**src/hdl/alac_pkg.sv**
```systemverilog
// Shared types, constants and helpers for the analog limit alarm checker.
`default_nettype none

package alac_pkg;

   localparam int NUM_POINTS = 1024;
   localparam int PT_AW      = (NUM_POINTS > 1) ? $clog2(NUM_POINTS) : 1;
   localparam int IDX_W      = 10;
   localparam int IDX_EXT_W  = 17;

   typedef enum logic [2:0] {
      LVL_NORMAL = 3'd0,
      LVL_HIGH   = 3'd1,
      LVL_LOW    = 3'd2,
      LVL_HIHI   = 3'd3,
      LVL_LOLO   = 3'd4
   } alarm_level_type;

   typedef struct packed {
      alarm_level_type level;
      logic            reported;
      logic [31:0]     start_time;
   } entry_type;

   typedef struct packed {
      logic [IDX_W-1:0] point_index;
      logic [31:0]      sample_value;
      logic [31:0]      previous_value;
      logic [31:0]      low_limit;
      logic [31:0]      high_limit;
      logic [31:0]      lowlow_limit;
      logic [31:0]      highhigh_limit;
      logic [15:0]      delay_seconds;
      logic             alarm_enabled;
      logic [31:0]      now_seconds;
   } req_word_type;

   typedef struct packed {
      entry_type       entry_next;
      logic            fire;
      alarm_level_type level;
   } eval_out_type;

   typedef struct packed {
      logic [IDX_W-1:0] event_point;
      logic [2:0]       event_level;
      logic             is_return;
      logic             escalated;
      logic [31:0]      event_value;
      logic [31:0]      event_previous;
   } rsp_word_type;

   function automatic logic [PT_AW-1:0] point_addr(input logic [IDX_W-1:0] idx);
      logic [IDX_EXT_W-1:0] ext;
      ext = {{(IDX_EXT_W-IDX_W){1'b0}}, idx};
      return ext[PT_AW-1:0];
   endfunction

   function automatic logic point_in_range(input logic [IDX_W-1:0] idx);
      logic [IDX_EXT_W-1:0] ext;
      ext = {{(IDX_EXT_W-IDX_W){1'b0}}, idx};
      return ext < IDX_EXT_W'(NUM_POINTS);
   endfunction

endpackage

`default_nettype wire

```
**src/hdl/alac_eval.sv**
```systemverilog
// Level classification, delay check and state update for one sample.
`default_nettype none

module alac_eval
   import alac_pkg::*;
(
   input  wire req_word_type item,
   input  wire entry_type    entry,
   output      eval_out_type result
);

   logic signed [31:0] v;
   logic signed [31:0] lo;
   logic signed [31:0] hi;
   logic signed [31:0] lolo;
   logic signed [31:0] hihi;
   logic               in_band;
   logic               changed;
   logic               delay_zero;
   logic               expired;
   logic [31:0]        elapsed;
   alarm_level_type    new_level;

   always_comb begin
      v    = $signed(item.sample_value);
      lo   = $signed(item.low_limit);
      hi   = $signed(item.high_limit);
      lolo = $signed(item.lowlow_limit);
      hihi = $signed(item.highhigh_limit);

      unique case (entry.level)
         LVL_NORMAL: in_band = (v >= lo) && (v <= hi);
         LVL_HIGH:   in_band = (v > hi) && (v <= hihi);
         LVL_LOW:    in_band = (v < lo) && (v >= lolo);
         LVL_HIHI:   in_band = v > hihi;
         LVL_LOLO:   in_band = v < lolo;
         default:    in_band = 1'b0;
      endcase

      priority if (v > hihi) begin
         new_level = LVL_HIHI;
      end else if (v < lolo) begin
         new_level = LVL_LOLO;
      end else if (v > hi) begin
         new_level = LVL_HIGH;
      end else if (v < lo) begin
         new_level = LVL_LOW;
      end else begin
         new_level = LVL_NORMAL;
      end

      changed    = item.alarm_enabled && !in_band;
      delay_zero = (item.delay_seconds == 16'd0);
      elapsed    = item.now_seconds - entry.start_time;
      expired    = elapsed > {16'd0, item.delay_seconds};

      result.entry_next = entry;
      result.fire       = 1'b0;
      result.level      = entry.level;

      if (changed) begin
         result.entry_next.level      = new_level;
         result.entry_next.start_time = item.now_seconds;
         result.level                 = new_level;
         if (new_level == LVL_HIHI || new_level == LVL_LOLO) begin
            result.entry_next.reported = 1'b1;
            result.fire                = 1'b1;
         end else if (new_level != LVL_NORMAL) begin
            result.entry_next.reported = entry.reported || delay_zero;
            result.fire                = entry.reported || delay_zero;
         end else begin
            result.entry_next.reported = 1'b1;
            result.fire                = entry.reported || delay_zero;
         end
      end else if (entry.level != LVL_NORMAL && !delay_zero && !entry.reported && expired) begin
         result.entry_next.reported   = 1'b1;
         result.entry_next.start_time = item.now_seconds;
         result.fire                  = 1'b1;
      end
   end

endmodule

`default_nettype wire

```
**config.mk**
```make
export PLATFORM = sky130hd
export DESIGN_NAME = alac_eval
export DESIGN_NICKNAME = d
export VERILOG_FILES = /design/src/hdl/alac_pkg.sv /design/src/hdl/alac_eval.sv
export SDC_FILE = /design/constraint.sdc
export NUM_CORES = 1
export LEC_CHECK = 0
export BUFFER_PORTS_ARGS = -buffer_cell sky130_fd_sc_hd__buf_2
export CAP_MARGIN = 0
export CELL_PAD_IN_SITES_DETAIL_PLACEMENT = 0
export CELL_PAD_IN_SITES_GLOBAL_PLACEMENT = 1
export CORE_MARGIN = 2
export CORE_UTILIZATION = 36
export DETAILED_ROUTE_END_ITERATION = 8
export GPL_ROUTABILITY_DRIVEN = 0
export GPL_TIMING_DRIVEN = 0
export PLACE_DENSITY_LB_ADDON = 0.1
export SETUP_SLACK_MARGIN = 0.3
export SLEW_MARGIN = 40
export SYNTH_ARGS = -nofsm -noshare
export SYNTH_HDL_FRONTEND = slang
export SYNTH_SLANG_ARGS = --single-unit
```
**constraint.sdc**
```tcl
create_clock -name vclk -period 8.88
set_clock_uncertainty 0.1 [all_clocks]
set_input_delay 0.444 -clock vclk [all_inputs]
set_output_delay 0.444 -clock vclk [all_outputs]
set_load 0.05 [all_outputs]
```
==> After elaboration in Yosys (flattened, before gate mapping) <==
Index checks and enable logic that the tools add are counted.
{ "classes": {"addsub": 1, "magnitude_cmp": 9, "eq_ne": 6, "mux": 11, "reduce_logical": 16} }
{ "ops": {"columns": ["op", "n"], "rows": [
  ["two-way mux 34 bit", 2],
  ["greater-or-equal comparator 32 bit", 2],
  ["> comparator 32 bit", 2],
  ["<= comparator 32 bit", 2],
  ["< comparator 32 bit", 2],
  ["> comparator 32 x 16 -> 1 bit", 1],
  ["subtractor 32 bit", 1],
  ["logical NOT 16 bit", 1],
  ["== test 3 x 2 -> 1 bit (second input constant)", 3],
  ["two-way mux 3 bit", 3],
  ["logical AND 1 bit", 7],
  ["== test 3 bit (second input constant)", 2],
  ["nonzero test 3 bit", 2],
  ["case mux 1 bit (5 select lines)", 1],
  ["two-way mux 2 bit", 2],
  ["== test 3 x 1 -> 1 bit (second input constant)", 1],
  ["logical NOT 1 bit", 3],
  ["logical NOT 3 bit", 1],
  ["two-way mux 1 bit", 3],
  ["logical OR 1 bit", 2]
]} }
{ "word_totals": {"register_bits": 0, "inputBits": 287, "out_inout_bits": 40} }

==> Depth between registers and ports, before layout <==
Gate-level depths: netlist of the first run.
{ "depth": {"ltp_word": 9, "ltp_mapped": 21, "depth_no_buf": 20} }

==> Least setup slack after synthesis of the first run <==
Ideal clock, no wire load.
{ "synth_path": {"path_type": "input to output", "start": "in item[0] (netlist name)", "end": "out result[3] (netlist name)", "arrival_ns": 4.931, "t_required_ns": 8.336, "slack_ns": 3.405, "path_stages": 20, "path_cell_list": "inv_1 > ha_1 > fa_1 > nor2b_1 > o2111ai_1 > a21oi_1 > nor3_1 > xnor2_1 > ha_1 > nand4_1 > nor4_1 > a21boi_0 > o31a_1 > a2111oi_0 > nand3b_1 > nor4_1 > and4b_1 > o22ai_2 > buf_6 > a21boi_0"} }
{ "synth_lines": {"columns": ["element", "line_no", "text"], "rows": [
  ["start, declared", "alac_eval.sv:7", "input wire req_word_type item,"],
  ["end, declared", "alac_eval.sv:9", "output eval_out_type result"]
]} }

==> results.md, run 1 <==
- The area growth from synthesis to layout is 26.76%.
- The worst setup path is of the input pin to output port kind.
- The worst-case IR drop observed on VDD is 0.05488 mV.
- The number of failing setup endpoints in the final timing report is 0.
- After layout, the clock buffer instance count stands at 0.
- The core region is 17360 sq um.
- In this run the worst path has a maximum fanout of 10.
- The count of vias placed by the detailed router is 7081.
- The number of nets handed over by synthesis was 1355.
- Sequential elements use 0% of the synthesized area.
- The initial antenna violation count came to 7.
- At the pin with the least slew margin, the transition time is 0.8149 ns.
- The quantity of hold-fixing buffers added after cts is 0.
- After synthesis, the mean cell area works out to 7.207 sq um.
- For the final routed database, the setup TNS stands at 0 ns.
- The final global-route overflow total is 0.
- The synthesized instance count is 892.
- 327 I/O pins were placed.
- The number of failing hold endpoints at the final stage came to 0.
- Across the whole layout, storage elements account for 0 sq um.
- Entering global routing, the biggest net connects 11 pins.
- The post-route fraction of the period consumed by the critical path is 68.14%.
- The flow ran to the end, and the final reports show no timing, DRC or antenna violations.
- The wire length of the first global-routing pass is 31040 um.
- The number of global-route vias before repair is 6643.
- The final standard cell count with taps included and fillers excluded is 1407.
- The pre-antenna-repair detailed-routing pass consisted of 4 iterations.
- Measured along the x axis, the die boundary spans 137.6 um.
- Wires add up to 20290 um.
- Once placement completed, the tool counted placed cells totaling 1402.
- The endpoint kind of the worst setup timing path is an output port.
- The power density over the cells is 66.55 nW/um^2.
- The die covers 18940 sq um.
- The critical path required time is 8.34 ns.
- Summed over all cells, the static leakage comes to 4.794 nW.
- In the final routed layout, each cell accounts on average for 14.42 um.
- After legalization and detailed placement, the total HPWL measured 18500 um.
- The total DRC errors in the routed layout is 0.
- Setup repair after global routing left no endpoint under its margin.
- Cells fill 46.95% of the core in the end.
- The max-slew violation count is 0.
- The count of buffers inserted at the top-level ports is 285.
- The effective utilization at floorplan is 37.04%.
- The sequential cell count is 0.
- Post-CTS timing repair inserted 0 buffers for setup.
- The remaining antenna violation count after routing is 0.
- The maximum frequency from static timing analysis is 165.3 MHz.
- In the routed layout, each cell is associated on average with a via count of 5.033.
- In this run, post-CTS repair resized a total of 0 instances.
- The fraction of layout instances using a drive strength above 1 is 29.06%.
- The path class of the lowest-slack min-delay path is input pin to output port.
- In this run, distinct cell masters in the synthesized netlist total 70.
- For this block, the initial DRC count from the detailed router was 146.
- The final period demand of the worst path is 6.051 ns.
- In this run the core area contains 48 standard-cell rows.
- Across the run, the number of max-cap violations was 0.
- For this run, the number of Yosys warnings is 0.
- In the global route stage, overall resource usage came out at 20.27%.
- The final layout net count is 1642.
- In this run the tightest slew margin relative to its limit is 45.56%.
- Summing every instance area after synthesis gives 6429 sq um.
- The area of the multi-input gates is 5645 sq um.
- Fill cells in the final layout number 1867.
- The arrival time reported for the critical path endpoint is 5.51 ns.
- From bottom edge to top edge, the die measures 137.6 um.
- STA classifies the critical path startpoint as an input pin.
==> layout by cell type (no fill, tap or decap), types with 28 or more instances in the layout <==
cell type	synthesis	layout
sky130_fd_sc_hd__a21o_1	28	28
sky130_fd_sc_hd__a21oi_1	93	93
sky130_fd_sc_hd__inv_1	185	185
sky130_fd_sc_hd__buf_2	2	287
sky130_fd_sc_hd__nor2_1	34	34
sky130_fd_sc_hd__ha_1	175	175
sky130_fd_sc_hd__mux2_4	28	28
sky130_fd_sc_hd__nand2_1	48	48
sky130_fd_sc_hd__o21ai_0	40	40
sky130_fd_sc_hd__nand4_1	38	38
==> power breakdown <==
part / internal [mW] / leakage, nW / switching [mW]
clock network: 0.0000000753 / 0.0000317 / 0
logic: 0.225 / 4.79 / 0.317
registers: 0 / 0 / 0
total: 0.225 / 4.79 / 0.317
==> cells by family (layout without fill, tap and decap cells) <==
kind of cell	count (synthesis)	in the layout	synth area share (%)
multiplexers	38	38	8.213
XOR/XNOR	20	20	2.725
adder cells (fa/ha/maj)	176	176	34.37
AO/OA/AOI/OAI	249	249	24.99
other	0	5	0
buffers and inverters	199	484	12.18
AND/OR/NAND/NOR	210	210	17.52
==> cells in the mapped netlist, types with 3 or more instances <==
cell type | count | area, sq um
sky130_fd_sc_hd__inv_1 | 185 | 694.4
sky130_fd_sc_hd__or2_2 | 4 | 25.02
sky130_fd_sc_hd__a2111oi_0 | 3 | 26.28
sky130_fd_sc_hd__nor2_1 | 34 | 127.6
sky130_fd_sc_hd__nand2b_1 | 6 | 37.54
sky130_fd_sc_hd__and3_1 | 4 | 25.02
sky130_fd_sc_hd__nor3b_1 | 4 | 30.03
sky130_fd_sc_hd__nand2_1 | 48 | 180.2
sky130_fd_sc_hd__a21boi_0 | 5 | 37.54
sky130_fd_sc_hd__xor2_1 | 6 | 52.55
sky130_fd_sc_hd__buf_6 | 3 | 33.78
sky130_fd_sc_hd__a2111o_1 | 4 | 45.04
sky130_fd_sc_hd__o31ai_1 | 8 | 60.06
sky130_fd_sc_hd__nand4_1 | 38 | 237.7
sky130_fd_sc_hd__ha_1 | 175 | 2190
sky130_fd_sc_hd__a211oi_1 | 9 | 67.56
sky130_fd_sc_hd__nor4_1 | 10 | 62.56
sky130_fd_sc_hd__or3_1 | 3 | 18.77
sky130_fd_sc_hd__clkbuf_1 | 6 | 22.52
sky130_fd_sc_hd__o21bai_1 | 3 | 22.52
sky130_fd_sc_hd__o22ai_1 | 4 | 25.02
sky130_fd_sc_hd__nand3_1 | 15 | 75.07
sky130_fd_sc_hd__o21a_1 | 13 | 97.59
sky130_fd_sc_hd__o21ai_0 | 40 | 200.2
sky130_fd_sc_hd__mux2i_1 | 4 | 40.04
sky130_fd_sc_hd__a21oi_1 | 93 | 465.5
sky130_fd_sc_hd__nor3_1 | 15 | 75.07
sky130_fd_sc_hd__mux2_4 | 28 | 420.4
sky130_fd_sc_hd__or4_1 | 4 | 30.03
sky130_fd_sc_hd__mux2_2 | 6 | 67.56
sky130_fd_sc_hd__and2_1 | 3 | 18.77
sky130_fd_sc_hd__nand3b_1 | 3 | 22.52
sky130_fd_sc_hd__buf_4 | 3 | 22.52
sky130_fd_sc_hd__o211ai_1 | 9 | 67.56
sky130_fd_sc_hd__xnor2_1 | 14 | 122.6
sky130_fd_sc_hd__o2111ai_1 | 3 | 26.28
sky130_fd_sc_hd__nor2b_1 | 9 | 56.30
sky130_fd_sc_hd__a21o_1 | 28 | 210.2
==> through the flow <==
step	setup WS, ns	power, mW	hold slack, ns	cell area (sq um)
final	2.829	0.5424	1.238	8149
after global placement	2.795	0.5414	1.240	8137
after floorplan	3.405	0.3830	1.010	6429
after detailed placement	2.798	0.5432	1.244	8137
after global routing	2.432	0.6084	1.260	8147
after CTS	2.784	0.5460	1.245	8137
==> worst paths after layout <==
kind	from	end	cells past startpoint
setup / recovery	item[0]	result[33]	22
hold / removal	entry[1]	result[5]	4
==> per-layer routing <==
layer	track usage (%)	vias to the layer above	part of all wire, %
li1	-	3805	-
met5	0	-	0.11
met4	2.749	4	1.4
met1	25.01	3064	44
met2	38.64	187	49
met3	1.840	21	6.0
==> critical path: stages <==
cell and delay (ns):
sky130_fd_sc_hd__buf_2 0.09, sky130_fd_sc_hd__inv_1 0.04, sky130_fd_sc_hd__ha_1 0.21, sky130_fd_sc_hd__fa_1 0.41, sky130_fd_sc_hd__nor2b_1 0.20, sky130_fd_sc_hd__o2111ai_1 0.20
sky130_fd_sc_hd__a21oi_1 0.44, sky130_fd_sc_hd__nor3_1 0.11, sky130_fd_sc_hd__xnor2_1 0.16, sky130_fd_sc_hd__ha_1 0.33, sky130_fd_sc_hd__nand4_1 0.15, sky130_fd_sc_hd__nor4_1 0.38
sky130_fd_sc_hd__nand4_1 0.16, sky130_fd_sc_hd__o31a_1 0.15, sky130_fd_sc_hd__a2111oi_0 0.46, sky130_fd_sc_hd__nand3b_1 0.13, sky130_fd_sc_hd__nor4_1 0.19, sky130_fd_sc_hd__and4b_1 0.29
sky130_fd_sc_hd__o22ai_2 0.20, sky130_fd_sc_hd__buf_6 0.25, sky130_fd_sc_hd__mux2_4 0.30, sky130_fd_sc_hd__buf_2 0.21
==> area by class of cell <==
class	count	share of cell area, %
diodes	5	0.1535
plain buffers	14	1.090
inverters	185	8.521
repair buffers	285	17.50
well taps	225	3.455
multi-input cells	693	69.28
Power figures use the tool's default switching activity.
==> run 2, diff against run 1 <==
--- a/config.mk
+++ b/config.mk
@@ -10,7 +10,7 @@
 export CELL_PAD_IN_SITES_DETAIL_PLACEMENT = 0
 export CELL_PAD_IN_SITES_GLOBAL_PLACEMENT = 1
 export CORE_MARGIN = 2
-export CORE_UTILIZATION = 36
+export CORE_UTILIZATION = 30
 export DETAILED_ROUTE_END_ITERATION = 8
 export GPL_ROUTABILITY_DRIVEN = 0
 export GPL_TIMING_DRIVEN = 0
==> constraint.sdc (replaced) <==
create_clock -name vclk -period 5.5
set_clock_uncertainty 0.1 [all_clocks]
set_input_delay 0.275 -clock vclk [all_inputs]
set_output_delay 0.275 -clock vclk [all_outputs]
set_load 0.05 [all_outputs]
==> results.md, run 2 (synthesized netlist as in run 1, its figures left out) <==
- The vertical extent of the die is 150.4 um (was 137.6 um).
- The fraction of the core area covered by cells at the end of the flow is 42.48% (was 46.95%).
- The quantity of hold-fixing buffers added after cts is 0 (unchanged).
- The critical path class is input pin to output port (unchanged).
- The remaining antenna violation count after routing came to 0 (unchanged).
- The internal cell power is 446.7 uW (was 225.3 uW).
- The die width is 150.4 um (was 137.6 um).
- The arrival time reported for the critical path endpoint came to 4.86 ns (was 5.51 ns).
- The critical path launch point type is an input pin (unchanged).
- The wire length of the first global-routing pass is 34260 um (was 31040 um).
- The count of buffers inserted at the top-level ports is 285 (unchanged).
- The area growth from synthesis to layout is 38.91% (was 26.76%).
- The origin of the worst setup path was item[1] (was item[0]).
- The reported leakage power is 5.053 nW (was 4.794 nW).
- The fraction of power spent switching nets came to 55.40% (was 58.45%).
- The register cell area after layout was 0 sq um (unchanged).
- The iteration count of the initial detailed-routing pass is 4 (unchanged).
- The sequential cell count was 0 (unchanged).
- The effective utilization at floorplan is 30.58% (was 37.04%).
- Setup repair after global routing missed its margin: yes (was no).
- The max-slew violation count is 0 (unchanged).
- The total track usage is 18.74% (was 20.27%).
- The number of placement rows is 53 (was 48).
- The sum of internal, switching and leakage power is 1.001 mW (was 542.4 uW).
- The area enclosed by the die boundary is 22620 sq um (was 18940 sq um).
- The post-detailed-route via-to-cell ratio is 4.881 (was 5.033).
- The path class of the lowest-slack min-delay path is input pin to output port (unchanged).
- The number of failing hold endpoints at the final stage was 0 (unchanged).
- The antenna diode count is 0 (was 5).
- The number of global-route vias before repair is 7038 (was 6643).
- The maximum fanout count along the critical path is 6 (was 10).
- The number of ports placed on the die boundary was 327 (unchanged).
- The power density over the cells was 112.1 nW/um^2 (was 66.55 nW/um^2).
- The worst max-slew margin expressed relative to the limit is 55.24% (was 45.56%).
- The most common cell after layout, fill and taps aside is sky130_fd_sc_hd__buf_2 (unchanged).
- The wire length per cell is 15.21 um (was 14.42 um).
- The area of the multi-input gates is 5848 sq um (was 5645 sq um).
- The fraction of layout instances using a drive strength above 1 is 33.06% (was 29.06%).
- The switching power of the nets came to 554.8 uW (was 317.0 uW).
- Most frequent cells in the layout: 248 x sky130_fd_sc_hd__buf_2, 182 x sky130_fd_sc_hd__inv_1, 168 x sky130_fd_sc_hd__ha_1 (was 287 x sky130_fd_sc_hd__buf_2, 185 x sky130_fd_sc_hd__inv_1, 175 x sky130_fd_sc_hd__ha_1).
- The total wire length after detailed routing is 22450 um (was 20290 um).
- Result of the run: finished, final reports clean (unchanged).
- The final period demand of the worst path is 5.236 ns.
- The critical path required time was 5.12 ns (was 8.34 ns).
- The floorplan core area is 21020 sq um (was 17360 sq um).
- The final layout net count is 1666 (was 1642).
- The max-cap violation count is 0 (unchanged).
- The initial antenna violation count came to 0 (was 7).
- The portion of total power attributed to sequential cells is 0% (about the same).
- The half-perimeter wire length of the detailed placement result is 19670 um (was 18500 um).
- The violation count after the first detailed-routing iteration was 216 (was 146).
- The relative contribution of the clock network to total power came to 0% (about the same).
- The measured slew at the worst slew-check pin is 0.6703 ns (was 0.8149 ns).
- The launch point of the worst hold path was entry[4] (was entry[1]).
- The pin count of the biggest net entering global routing came to 10 (was 11).
- The worst-case vdd ir drop was 0.05820 mV (was 0.05488 mV).
- The total DRC errors in the routed layout is 0 (unchanged).
- The share of power burned in combinational logic is 100.0% (about the same).
- The endpoint kind of the worst setup timing path is an output port (unchanged).
- The maximum frequency from static timing analysis is 191.0 MHz.
- The final-layout fill cell count is 2340 (was 1867).
- The number of failing setup endpoints in the final timing report is 0 (unchanged).
- The count of vias placed by the detailed router is 7204 (was 7081).
- Dividing the final minimum period by the clock period gives 95.21%.
- The final global-route overflow total is 0 (unchanged).
- The layout clock buffer count came to 0 (unchanged).
run 2: changes by cell type in the layout (fill, tap and decap cells not counted), sizes merged:
cell / previous run / this run
diode: 5 / 0
clkbuf: 6 / 5
buf: 293 / 318
run 2: what timing repair did:
item,in CTS,in global routing
endpoints found under the setup margin,34,33
cloned,3,0
pin swaps,11,29
resized for setup,53,96
setup buffers,12,9
run 2: worst paths after layout:
kind | endpoint | slack, ns | cells past startpoint
worst max-delay path | result[24] | 0.26 | 23
worst min-delay path | result[8] | 0.81 | 3
run 2: worst max-delay path, stage by stage:
cell and delay (ns):
sky130_fd_sc_hd__buf_2 0.13, sky130_fd_sc_hd__ha_4 0.23, sky130_fd_sc_hd__nor2b_4 0.13, sky130_fd_sc_hd__o31a_1 0.35
sky130_fd_sc_hd__a211oi_4 0.34, sky130_fd_sc_hd__nor2_1 0.08, sky130_fd_sc_hd__nor2_1 0.14, sky130_fd_sc_hd__xnor2_1 0.17
sky130_fd_sc_hd__ha_1 0.29, sky130_fd_sc_hd__nand4_1 0.14, sky130_fd_sc_hd__nor2_1 0.05, sky130_fd_sc_hd__a221o_1 0.29
sky130_fd_sc_hd__o31a_1 0.34, sky130_fd_sc_hd__a2111oi_4 0.28, sky130_fd_sc_hd__nand3b_1 0.13, sky130_fd_sc_hd__nor4_2 0.21
sky130_fd_sc_hd__and4b_2 0.30, sky130_fd_sc_hd__o22ai_4 0.09, sky130_fd_sc_hd__buf_12 0.18, sky130_fd_sc_hd__buf_12 0.13
sky130_fd_sc_hd__buf_16 0.13, sky130_fd_sc_hd__mux2_4 0.30, sky130_fd_sc_hd__buf_8 0.15
run 2: cell type report:
cell class,count,area share [%]
Buffer,14,1.275
Timing Repair Buffer,309,21.52
Tap cell,275,3.853
Multi-Input combinational cell,693,65.49
Inverter,185,7.860
run 2: power groups by stage:
stage          clock [mW]  sequential (mW)  combinational (mW)
2_1_floorplan           0                0               0.618
3_3_place_gp            0                0               0.885
3_5_place_dp            0                0               0.886
4_1_cts                 0                0               0.952
5_1_grt                 0                0                1.12
6_report                0                0                1.00
run 2: layer usage:
layer	track usage, %	up-vias	share of wire [%]	wire length (um)
met1	23.41	3184	44	9780
li1	-	3845	-	-
met5	0	-	0	0
met4	0.8019	0	0.64	143
met3	0.9697	9	4.7	1061
met2	36.77	166	51	11460
run 2: metrics by stage:
| stage | cell area, sq um | instances | hold WS (ns) | setup slack, ns | setup TNS (ns) |
|---|---|---|---|---|---|
| after global routing | 8930 | 1476 | 0.8264 | 0.1006 | 0 |
| after detailed placement | 8199 | 1452 | 0.9072 | -0.3189 | -9.060 |
| after CTS | 8562 | 1467 | 0.8214 | 0.3004 | 0 |
| after floorplan | 6429 | 892 | 0.6724 | 0.3632 | 0 |
| final | 8930 | 1476 | 0.8138 | 0.2637 | 0 |
| after global placement | 8199 | 1452 | 0.9010 | -0.3381 | -9.860 |
==> run 3, diff against run 2 <==
--- a/config.mk
+++ b/config.mk
@@ -15,6 +15,7 @@
 export GPL_ROUTABILITY_DRIVEN = 0
 export GPL_TIMING_DRIVEN = 0
 export PLACE_DENSITY_LB_ADDON = 0.1
+export RECOVER_POWER = 100
 export SETUP_SLACK_MARGIN = 0.3
 export SLEW_MARGIN = 40
 export SYNTH_ARGS = -nofsm -noshare
==> results.md, run 3 (synthesized netlist as in run 1, its figures left out) <==
- Result of the run: finished with violations (was finished, final reports clean).
- The checks that failed: max-capacitance violations, max-slew violations.
- The area enclosed by the die boundary is 22620 sq um (unchanged).
- The reported leakage power came to 5.032 nW (was 5.053 nW).
- The critical path required time is 5.12 ns (about the same).
- The cell type with the highest occurrence count on the critical path is sky130_fd_sc_hd__nor2_1 (unchanged).
- The layout clock buffer count was 0 (unchanged).
- Critical path cell sequence: buf_2 > ha_4 > nor2b_4 > o31a_1 > a211oi_4 > nor2_1 > nor2_1 > xnor2_1 > ha_1 > nand4_1 > nor2_1 > a221o_1 > o31a_1 > a2111oi_4 > nand3b_1 > nor4_2 > and4b_2 > o22ai_4 > buf_12 > buf_12 > buf_16 > mux2_4 > buf_6 (was buf_2 > ha_4 > nor2b_4 > o31a_1 > a211oi_4 > nor2_1 > nor2_1 > xnor2_1 > ha_1 > nand4_1 > nor2_1 > a221o_1 > o31a_1 > a2111oi_4 > nand3b_1 > nor4_2 > and4b_2 > o22ai_4 > buf_12 > buf_12 > buf_16 > mux2_4 > buf_8).
- The number of global-route vias before repair is 7038 (unchanged).
- Setup repair after global routing missed its margin: yes (unchanged).
- The cell type of the slowest stage on the worst timing path is sky130_fd_sc_hd__o31a_1 (unchanged).
- The critical path class is input pin to output port (unchanged).
- The remaining antenna violation count after routing is 0 (unchanged).
- The fraction of layout instances using a drive strength above 1 is 32.47% (was 33.06%).
- The post-layout worst setup margin was 0.2262 ns (was 0.2637 ns).
- The delay of the slowest critical-path stage is 0.35 ns (about the same).
- The gate family responsible for the most delay along the worst path is compound AO/OA/AOI/OAI gates (unchanged).
- The number of buffers and inverters on the critical path is 5 (unchanged).
- The iteration count of the initial detailed-routing pass came to 4 (unchanged).
- The register cell area after layout is 0 sq um (unchanged).
- The final period demand of the worst path is 5.274 ns (was 5.236 ns).
- The total placed instance area is 8199 sq um (unchanged).
- The measured slew at the worst slew-check pin was 1.605 ns (was 0.6703 ns).
- The floorplan core area came to 21020 sq um (unchanged).
- The total DRC errors in the routed layout is 0 (unchanged).
- The arrival time reported for the critical path endpoint came to 4.90 ns (was 4.86 ns).
- The sequential cell count is 0 (unchanged).
- The final layout net count is 1666 (unchanged).
- The number of failing hold endpoints at the final stage came to 0 (unchanged).
- The vertical extent of the die is 150.4 um (unchanged).
- The post-detailed-route via-to-cell ratio came to 4.879 (was 4.881).
- The total track usage is 18.74% (unchanged).
- The worst-case vdd ir drop came to 0.05814 mV (was 0.05820 mV).
- The violation count after the first detailed-routing iteration is 202 (was 216).
- The pin count of the biggest net entering global routing is 10 (unchanged).
- The die width is 150.4 um (unchanged).
- The effective utilization at floorplan is 30.58% (unchanged).
- The antenna diode count is 0 (unchanged).
- The critical path launch point type is an input pin (unchanged).
- The worst max-slew margin expressed relative to the limit came to -8.390% (was 55.24%).
- The max-slew violation count came to 8 (was 0).
- The count of buffers inserted at the top-level ports came to 285 (unchanged).
- The path class of the lowest-slack min-delay path is input pin to output port (unchanged).
- Most frequent cells in the layout: 243 x sky130_fd_sc_hd__buf_2, 182 x sky130_fd_sc_hd__inv_1, 168 x sky130_fd_sc_hd__ha_1 (was 248 x sky130_fd_sc_hd__buf_2, 182 x sky130_fd_sc_hd__inv_1, 168 x sky130_fd_sc_hd__ha_1).
- The power density over the cells is 111.8 nW/um^2 (was 112.1 nW/um^2).
- The count of vias placed by the detailed router came to 7202 (was 7204).
- The wire length per cell is 15.20 um (was 15.21 um).
- The area growth from synthesis to layout is 38.44% (was 38.91%).
- The number of placement rows is 53 (unchanged).
- The number of ports placed on the die boundary is 327 (unchanged).
- The most common cell after layout, fill and taps aside is sky130_fd_sc_hd__buf_2 (unchanged).
- The final global-route overflow total is 0 (unchanged).
- The final-layout fill cell count is 2351 (was 2340).
- The number of failing setup endpoints in the final timing report is 0 (unchanged).
- The half-perimeter wire length of the detailed placement result was 19670 um (unchanged).
- The quantity of hold-fixing buffers added after cts was 0 (unchanged).
- The wire length of the first global-routing pass was 34260 um (unchanged).
- The endpoint kind of the worst setup timing path is an output port (unchanged).
- The maximum frequency from static timing analysis is 189.6 MHz (was 191.0 MHz).
- The initial antenna violation count is 0 (unchanged).
- The setup slack at placement is -0.3189 ns (unchanged).
- The final non-filler cell area was 8900 sq um (was 8930 sq um).
- The post-route fraction of the period consumed by the critical path is 95.89% (was 95.21%).
- The maximum fanout count along the critical path was 6 (unchanged).
- The total wire length after detailed routing is 22440 um (was 22450 um).
- The max-cap violation count is 1 (was 0).
## run 3: cell count changes in the layout (fill, tap and decap cells not counted), sizes merged
cell,change
buf,-9
clkbuf,+9
## run 3: where the power goes
part / internal (mW) / switching (mW)
Clock: 0 / 0
Combinational: 0.442 / 0.554
Sequential: 0 / 0
Total: 0.442 / 0.554
## run 3: per-layer routing
layer | track usage, % | vias to the layer above | wire (um) | share of wire [%]
met1 | 23.41 | 3182 | 9779 | 44
met5 | 0 | - | 0 | 0
met4 | 0.8019 | 0 | 143 | 0.64
met3 | 0.9697 | 9 | 1065 | 4.7
met2 | 36.77 | 166 | 11450 | 51
li1 | - | 3845 | - | -
## run 3: per-stage QoR
step                setup TNS [ns]  cells  hold WS (ns)  util [%]  power [mW]
floorplan                        0    892        0.6724         -      0.6184
global placement            -9.860   1452        0.9010     39.00      0.8852
detailed placement          -9.060   1452        0.9072     39.00      0.8856
CTS                              0   1467        0.8214     40.73      0.9517
global route                     0   1476        0.8264     42.34       1.110
finish                           0   1476        0.8138     42.34      0.9954
## run 3: final cells by class
class / instances / area [sq um] / area share [%]
timing repair buffer: 309 / 1903 / 21.38
inverter: 185 / 701.9 / 7.887
multi-input combinational: 693 / 5841 / 65.63
tap: 275 / 344.1 / 3.866
buffer: 14 / 110.1 / 1.237
## run 3: final timing paths
check,slack [ns],to,cells past startpoint,from
setup / recovery,0.23,result[18],23,item[1]
hold / removal,0.81,result[8],3,entry[4]
## run 3: tightest hold or removal path, delay by kind of cell
family	cells	cell delay (ns)
multiplexers	1	0.14
buffers and inverters	2	0.22
## run 3: repair_timing
item / in CTS / in global routing
gates resized for setup: 53 / 96
endpoints found under the hold margin: 0 / 0
setup endpoints to repair: 34 / 33
pin swaps: 11 / 29
buffers inserted: 12 / 9
cloned: 3 / 0
